`config.mk`:
```
export PLATFORM = sky130hd
export DESIGN_NAME = lomp_queue
export DESIGN_NICKNAME = d
export VERILOG_FILES = /design/src/hdl/lomp_pkg.sv /design/src/hdl/lomp_queue.sv
export SDC_FILE = /design/constraint.sdc
export NUM_CORES = 1
export LEC_CHECK = 0
export ABC_AREA = 1
export BUFFER_PORTS_ARGS = -buffer_cell sky130_fd_sc_hd__buf_2
export CORE_AREA = 5 5 108 110
export DETAILED_ROUTE_END_ITERATION = 8
export DIE_AREA = 0 0 113 115
export MAX_ROUTING_LAYER = met4
export PLACE_DENSITY = 0.66
export RECOVER_POWER = 25
export SLEW_MARGIN = 20
export SYNTH_ARGS = -nofsm -noshare
export SYNTH_HDL_FRONTEND = slang
export SYNTH_SLANG_ARGS = --single-unit
```
`constraint.sdc`:
```
create_clock -name clk -period 2.8 [get_ports clk]
set_input_delay 0.7 -clock clk [delete_from_list [all_inputs] [get_ports clk]]
set_output_delay 0.7 -clock clk [all_outputs]
set_load 0.01 [all_outputs]
```
`src/hdl/lomp_pkg.sv`:
```
`default_nettype none

package lomp_pkg;

    localparam int LINE_COUNT_W  = 13;
    localparam int LINE_W        = 12;
    localparam int OPCODE_W      = 3;
    localparam int TAG_PORT_W    = 32;
    localparam int DEF_MAX_LINES = 4096;
    localparam int DEF_TAG_BITS  = 32;
    localparam int QUEUE_DEPTH   = 2;

    localparam logic [OPCODE_W-1:0] OP_INIT  = 3'd0;
    localparam logic [OPCODE_W-1:0] OP_KEEP  = 3'd1;
    localparam logic [OPCODE_W-1:0] OP_DROP  = 3'd2;
    localparam logic [OPCODE_W-1:0] OP_ADD   = 3'd3;
    localparam logic [OPCODE_W-1:0] OP_NEXT  = 3'd4;
    localparam logic [OPCODE_W-1:0] OP_SWEEP = 3'd5;

    typedef enum logic [2:0] {
        KIND_INIT,
        KIND_KEEP,
        KIND_DROP,
        KIND_ADD,
        KIND_NEXT,
        KIND_SWEEP
    } kind_t;

    typedef struct packed {
        kind_t              kind;
        logic [LINE_W-1:0]  line_index;
    } cmd_t;

    typedef struct packed {
        logic               clearing;
        logic               idle;
    } back_status_t;

    typedef struct packed {
        logic [OPCODE_W-1:0]   opcode;
        logic [LINE_W-1:0]     line_index;
        logic [TAG_PORT_W-1:0] commit_tag;
    } in_word_t;

    typedef struct packed {
        logic [LINE_W-1:0]     annotated_line;
        logic [TAG_PORT_W-1:0] origin_tag;
        logic                  all_done;
    } out_word_t;

endpackage

`default_nettype wire

```
`src/hdl/lomp_queue.sv`:
```
`default_nettype none

module lomp_queue
    import lomp_pkg::*;
#(
    parameter int TAG_W = DEF_TAG_BITS
)
(
    input  logic               clk,
    input  logic               rst_n,
    input  logic               push,
    input  cmd_t               push_cmd,
    input  logic [TAG_W-1:0]   push_tag,
    input  logic               pop,
    output logic               valid,
    output logic               full,
    output cmd_t               head_cmd,
    output logic [TAG_W-1:0]   head_tag
);

    localparam int PTR_W = (QUEUE_DEPTH > 1) ? $clog2(QUEUE_DEPTH) : 1;
    localparam int LVL_W = $clog2(QUEUE_DEPTH + 1);

    cmd_t               cmd_mem [QUEUE_DEPTH];
    logic [TAG_W-1:0]   tag_mem [QUEUE_DEPTH];
    logic [PTR_W-1:0]   wr_ptr_reg, wr_ptr_next;
    logic [PTR_W-1:0]   rd_ptr_reg, rd_ptr_next;
    logic [LVL_W-1:0]   level_reg, level_next;
    logic               do_push, do_pop;

    assign valid    = level_reg != '0;
    assign full     = level_reg == LVL_W'(QUEUE_DEPTH);
    assign do_push  = push & ~full;
    assign do_pop   = pop & valid;
    assign head_cmd = cmd_mem[rd_ptr_reg];
    assign head_tag = tag_mem[rd_ptr_reg];

    always_comb
    begin
        wr_ptr_next = wr_ptr_reg;
        rd_ptr_next = rd_ptr_reg;
        level_next  = level_reg;
        if (do_push)
            wr_ptr_next = (wr_ptr_reg == PTR_W'(QUEUE_DEPTH - 1)) ? '0 : wr_ptr_reg + 1'b1;
        if (do_pop)
            rd_ptr_next = (rd_ptr_reg == PTR_W'(QUEUE_DEPTH - 1)) ? '0 : rd_ptr_reg + 1'b1;
        if (do_push && !do_pop)
            level_next = level_reg + 1'b1;
        else if (do_pop && !do_push)
            level_next = level_reg - 1'b1;
    end

    always_ff @(posedge clk or negedge rst_n)
    begin
        if (!rst_n)
        begin
            wr_ptr_reg <= '0;
            rd_ptr_reg <= '0;
            level_reg  <= '0;
        end
        else
        begin
            wr_ptr_reg <= wr_ptr_next;
            rd_ptr_reg <= rd_ptr_next;
            level_reg  <= level_next;
        end
    end

    always_ff @(posedge clk)
    begin
        if (do_push)
        begin
            cmd_mem[wr_ptr_reg] <= push_cmd;
            tag_mem[wr_ptr_reg] <= push_tag;
        end
    end

endmodule

`default_nettype wire

```
==> results of run 1 <==
==> metal layers <==
| metal | vias to the layer above | global-route usage | share of wire |
|---|---|---|---|
| met5 | - | - | 0 |
| met4 | 0 | 0.0505 | 0.016 |
| met3 | 10 | 0.0300 | 0.058 |
| met2 | 70 | 0.186 | 0.47 |
| met1 | 1039 | 0.143 | 0.45 |
| li1 | 1131 | - | - |
==> synth_stat cells (all sizes together) <==
master	instances	area share
nand2	152	0.16
edfxtp	94	0.78
buf	10	0.017
inv	8	0.0083
dfrtp	4	0.028
nor2	3	0.0031
nand3	2	0.0028
ha	1	0.0034
nand4	1	0.0017
o21ai	1	0.0014
xnor2	1	0.0024
==> layout make-up <==
type / count / area (um2) / share of cell area
Multi-Input combinational cell: 161 / 632 / 0.141
Sequential cell: 98 / 2920 / 0.652
Inverter: 8 / 30.0 / 0.00670
Tap cell: 140 / 175 / 0.0391
Clock inverter: 7 / 36.3 / 0.00809
Antenna cell: 1 / 2.50 / 0.000558
Timing Repair Buffer: 104 / 561 / 0.125
Clock buffer: 9 / 124 / 0.0276
==> power breakdown <==
group          switching, uW  total [uW]  internal (uW)
Sequential              80.7        2080           2000
Combinational           1030        1590            551
Clock                    456         767            311
Total                   1570        4430           2860
==> metrics by stage <==
step | cells | instance area, um2 | util
final | 528 | 4480 | 0.423
after global routing | 528 | 4480 | 0.423
after CTS | 527 | 4500 | 0.425
after detailed placement | 511 | 4340 | 0.410
after global placement | 511 | 4340 | 0.410
after floorplan | 277 | 3640 | -
==> cell usage in the layout, fill, tap and decap left out, types with 2 or more instances in the layout <==
cell,synthesis,layout
nand3_1,2,2
dfrtp_1,4,3
buf_12,0,4
clkbuf_1,0,18
buf_2,6,81
clkbuf_8,0,9
clkinv_1,0,4
nor2_1,3,2
edfxtp_1,94,94
inv_2,1,2
inv_1,7,6
nand2_1,152,152
==> kinds of logic (layout without fill, tap and decap cells) <==
group                      count (synthesis)  in the layout  synth area share
AOI/OAI and AO/OA                          1              1           0.00137
other                                      0              1                 0
buffers and inverters                     18            128            0.0248
DFF                                       98             98             0.804
and+or+nand+nor                          158            158             0.164
adders and majority gates                  1              1           0.00344
xor gates and xnor gates                   1              1           0.00241
==> worst paths after layout <==
path                         startpoint             end  slack, ns  depth (start not counted)
min in group clk           level_reg[1]    level_reg[1]       0.48                          2
max                          rd_ptr_reg    head_tag[20]       0.50                          5
max in group asynchronous         rst_n      rd_ptr_reg       2.42                          1
max reg2reg                level_reg[1]  tag_mem[0][31]       1.07                          6
min reg2reg                level_reg[1]    level_reg[1]       0.48                          2
min                               rst_n      rd_ptr_reg       0.17                          1
==> summary.md, run 1 <==
The run finished with clean final reports. Entering global routing, the biggest net connects 49 pins. The run gives 0.613 as the relative slew slack. The min-delay analysis places its worst path in the category input port to asynchronous set/reset pin. In the post-route analysis, the smallest setup slack over all paths is 0.502 ns. The tightest hold path in the finished design has a slack of 0.168 ns. The number of gates resized after CTS was 0. The die footprint is 0.0130 mm2. Synthesis produced 277 cells.

Summed over all cells, the static leakage comes to 0.00190 uW. The first detailed-routing pass took 4 iterations. The congestion estimate from routability-driven global placement came to 0.755.

Delay of the slowest cell on the worst path: 0.42 ns. The HPWL after detailed placement is 4.83 mm. Most used cell along the critical path: nand2_1. The global-route wire length before repair was 11.3 mm; the width of the chip was 113 um. In this run, CTS created clock tree buffers numbering 9.

The tools report the number of max-slew violations in the final report as 0. Together, buffers and inverters on the worst path number 3. The number of levels the H-tree was split into is 3, and the worst-case setup slack after placement is 0.751 ns. The critical path in this run is classified as flip-flop to output port.

Setup repair after global routing left no endpoint under its margin. The final worst clock skew was 0.00717 ns; the number of storage elements in the synthesis netlist was 98. Static timing analysis puts the maximum clock frequency at 435 MHz. In this run the deepest clock path goes through 2 buffers. The setup total negative slack is 0 ns, and the leftover overflow at the end of global routing is 0.

The count of input and output buffers is 99, and the number of routed nets with antenna violations is 0. TritonCTS built the clock tree. In this run the worst path has a maximum fanout of 28.

In this run, the number of DRC markers left after iteration 0 of detailed routing was 125. The total power per unit cell area works out to 988 mW/mm2. Clock-pin slew was measured on the worst setup and hold paths at 0.09 ns.

The portion of the post-synthesis area used by sequential elements came out at 0.804. The tools report the number of endpoints failing setup at the final stage as 0. For the pin with the worst max-slew slack, the measured transition is 0.578 ns. The net total in the final layout was 434. The number of vias after detailed routing came out at 2250. Hold buffer count at CTS: 0. IR analysis of the VDD net gives a maximum drop of 345 uV. Cell at the root of the clock tree: clkbuf_8. The vertical extent of the die is 115 um. The standard cell with the maximum stage delay on the critical path is dfrtp_2. The mapped netlist covers 0.00364 mm2. The clock insertion delay at the later pin of the skew report came out at 0.35 ns. The number of global-route vias before repair is 2268, and the detail-routed via count per cell is 4.26.

100 I/O pins were placed. The run gives 0 as the final-report hold violation count. The detail-routed net length per standard cell is 13.8 um, and the count of max-cap constraint violations is 0. Grouping stages by cell kind, the critical path spends the most delay in buffers and inverters. The ratio of cells with drive above 1 in the final layout came out at 0.264. The tools report the worst endpoint required time as 2.10 ns.

The register with the most flip-flops in the layout has 64 of them. The run gives 1033 as the number of fill cells. The critical path goes through inv_2 -> buf_12 -> nand2_1 -> nand2_1 -> buf_2. The initial antenna violation count was 1. In the routed design, unresolved DRC markers number 0.

In this run the post-CTS setup repair buffer count came out at 0. Each instance of the synthesized netlist takes up on average 13.1 um2. The floorplan has 38 rows. The run gives 0.343 as the starting density of the core. The total chip power was 4430 uW.

The worst setup path is captured at an output port. The area growth from synthesis to layout is 23.3%. The aggregate global-route resource usage was 0.117; the number of nets in the synthesized netlist was 329. During synthesis, Yosys emitted a total of 0 warnings. In this run the standard cell core region covers 0.0106 mm2. The netlist uses 13 different library cells. Data arrives at the worst endpoint at 1.60 ns.

The post-route clock period utilization is 0.821, and the sum of routed wire length over all layers is 7.31 mm. The final critical path time including I/O delays and setup was 2.30 ns; the TritonCTS sink count was 98. The worst setup path is launched from a flip-flop.
Note: power is estimated with default switching activity, not from simulation.
==> run 2, diff against run 1 <==
--- a/config.mk
+++ b/config.mk
@@ -11,7 +11,7 @@
 export DETAILED_ROUTE_END_ITERATION = 8
 export DIE_AREA = 0 0 113 115
 export MAX_ROUTING_LAYER = met4
-export PLACE_DENSITY = 0.66
+export PLACE_DENSITY = 0.64
 export RECOVER_POWER = 25
 export SLEW_MARGIN = 20
 export SYNTH_ARGS = -nofsm -noshare
==> constraint.sdc (replaced) <==
create_clock -name clk -period 2.3 [get_ports clk]
set_input_delay 0.575 -clock clk [delete_from_list [all_inputs] [get_ports clk]]
set_output_delay 0.575 -clock clk [all_outputs]
set_load 0.01 [all_outputs]
==> summary.md, run 2 (same netlist as run 1, synthesis figures left out) <==
Data on the critical path arrives at its endpoint at 1.49 ns. Transition time at the pin with the least slew margin: 0.418 ns. Post-route clock period utilization: 0.898.

The logs give 2285 for the number of vias after detailed routing and 0 for the leftover overflow at the end of global routing. The tools report the flop-to-flop setup slack as 0.79 ns. From bottom edge to top edge, the die measures 115 um.

The count of max-cap constraint violations came out at 0. The number of remaining DRC errors is 0, and the ratio of cells with drive above 1 in the final layout is 0.279. After detailed routing, the average wire length per cell comes to 13.4 um. The tools report the number of routed nets with antenna violations as 0. The first routing iteration left 115 violations. The most common cell after layout, fill and taps aside was nand2_1. The congestion estimate from routability-driven global placement came to 0.710. The run gives 4 as the detailed-routing iteration count for the pre-antenna-repair pass. In this design, the largest share of critical-path delay is due to buffers and inverters. The critical path goes through inv_4 -> buf_4 -> nand2_1 -> nand2_1 -> buf_2. Summed over all layers, the routed wires come to 7.10 mm. TritonCTS built the clock tree. Maximum number of pins on one net before global-route repair: 49.

The register with the most flip-flops in the layout has 64 of them. In the final design database the tool counted 437 nets. The post-route cell area is 0.00451 mm2, and the largest fanout of any net on the critical path is 18. After detailed routing, the wire length on met1 is 3.03 mm. The total power per unit cell area was 1220 mW/mm2. The cell sitting at the root of the clock tree is a clkbuf_8.

In this run the cell area measured after placement is 0.00432 mm2. The library cells used most frequently in the layout, excluding fill and tap cells, are 152 x nand2_1, 94 x edfxtp_1, 85 x buf_2. The final-report hold violation count was 0; the relative slew slack was 0.718. Summed over all nets, wire length on met2 after detailed routing comes to 3.55 mm. Endpoint class of the critical path: an output port.

The largest individual stage delay along the critical path comes from the cell dfrtp_2. Clock tree synthesis inserted a total of 9 buffers. Signal routing reaches up to met4. In this run the core area contains 38 standard-cell rows.

The number of buffers and inverters on the critical path is 3. For the final routed database, the setup TNS stands at 0 ns. The run gives 1.73 ns as the worst endpoint required time. Estimated wirelength of the detail-placed design: 4.79 mm. The flow ran to the end, and the final reports show no timing, DRC or antenna violations. The core region is 0.0106 mm2. In this design, the stage delay of the slowest critical-path cell is 0.44 ns.

The repair_antennas step left the layout with diodes totalling 0. The cell that appears most often on the critical path is nand2_1. Detailed routing placed a total of 466 um of wire on met3. For the number of global-route vias before repair, the log shows 2335. The final worst clock skew came out at 0.00854 ns.

In this run the worst hold path is classified as input port to flip-flop. The analysis attributes to cell leakage a power of 0.00192 uW. Clock tree synthesis found a total of 98 sinks. The first global-routing pass estimated 11.3 mm of wire. IR analysis of the VDD net gives a maximum drop of 464 uV. No sink is reached through more buffers than the 2 on the longest clock path.

The tools report the initial antenna violation count as 0. The number of levels the H-tree was split into came out at 3. Input and output buffers added on the ports amount to 99. The width of the chip is 113 um, and the clock transition at the registers of the reported paths is 0.09 ns.

Number of max-slew violations in the final report: 0. The tools report the highest clock rate as 484 MHz. Dividing the detail-routed via count by the number of cells gives 4.31. The later pin in the worst-skew pair is clocked with a latency of 0.35 ns. Relative to the synthesized area, the layout overhead comes to 23.9%.

The run gives 0.117 as the aggregate global-route resource usage. Pin placement for this block handled 100 I/O pins. The path type of the worst setup path is flip-flop to output port. Counting I/O delays and the setup requirement, the final critical path takes 2.07 ns. Setup repair after global routing left no endpoint under its margin. The die covers 0.0130 mm2.

The starting density of the core was 0.343. The kind of start point of the critical path was a flip-flop. The tools report the post-CTS setup-driven buffer insertion count as 0. The number of endpoints failing setup at the final stage is 0.
==> run 2: cell count changes in the layout (fill, tap and decap cells not counted), sizes merged <==
cell         delta
dlygate4sd3     +1
clkinv          -6
bufinv          +1
diode           -1
clkinvlp        +2
buf             +6
clkbuf          -1
==> run 2: cell type report <==
| cell class | count | area (um2) |
|---|---|---|
| fillers | 973 | 6090 |
| flip-flops and latches | 98 | 2920 |
| multi-input cells | 161 | 632 |
| repair buffers | 107 | 557 |
| well taps | 140 | 175 |
| clock buffers | 12 | 135 |
| clock inverters | 4 | 52.6 |
| inverters | 8 | 32.5 |
==> run 2: where the power goes <==
part           internal, uW  switching, uW  total, uW
clock                   504            540       1040
sequential             2430            104       2540
combinational           654           1250       1910
total                  3590           1900       5490
==> run 2: worst reg2reg max path, delay by kind of cell (launching register included) <==
| family | cells | cell delay (ns) |
|---|---|---|
| buf+inv | 3 | 0.48 |
| flops | 1 | 0.39 |
| simple gates | 3 | 0.30 |
==> run 2: repair_timing <==
item / 4_1_cts / 5_1_grt
gates resized for setup: 0 / 3
endpoints found under the hold margin: 4 / 0
endpoints found under the setup margin: 0 / 9
hold buffers: 1 / 0
==> run 2: through the flow <==
stage                     hold WS, ns  cells  utilization  total power (uW)  setup slack (ns)
after global routing            0.373    530        0.425              5910            0.0777
after floorplan                 0.279    277            -              3720             0.169
after CTS                       0.383    530        0.426              5600            0.0650
final                           0.412    530        0.425              5490             0.234
after detailed placement        0.390    513        0.408              4540             0.472
after global placement          0.385    513        0.408              4510             0.521
==> run 2: worst paths after layout <==
kind                               from             end  depth (start not counted)
max                          rd_ptr_reg    head_tag[14]                          5
min                        push_tag[14]  tag_mem[1][14]                          1
max reg2reg                level_reg[1]  tag_mem[0][19]                          6
min reg2reg                level_reg[1]    level_reg[1]                          2
max in group asynchronous         rst_n      rd_ptr_reg                          2
min in group asynchronous         rst_n    level_reg[1]                          2
==> run 2: metal layers <==
metal  up-vias  track usage
met4         0       0.0385
met3         7       0.0374
met2        69        0.197
met1      1071        0.133
li1       1138            -
met5         -            -
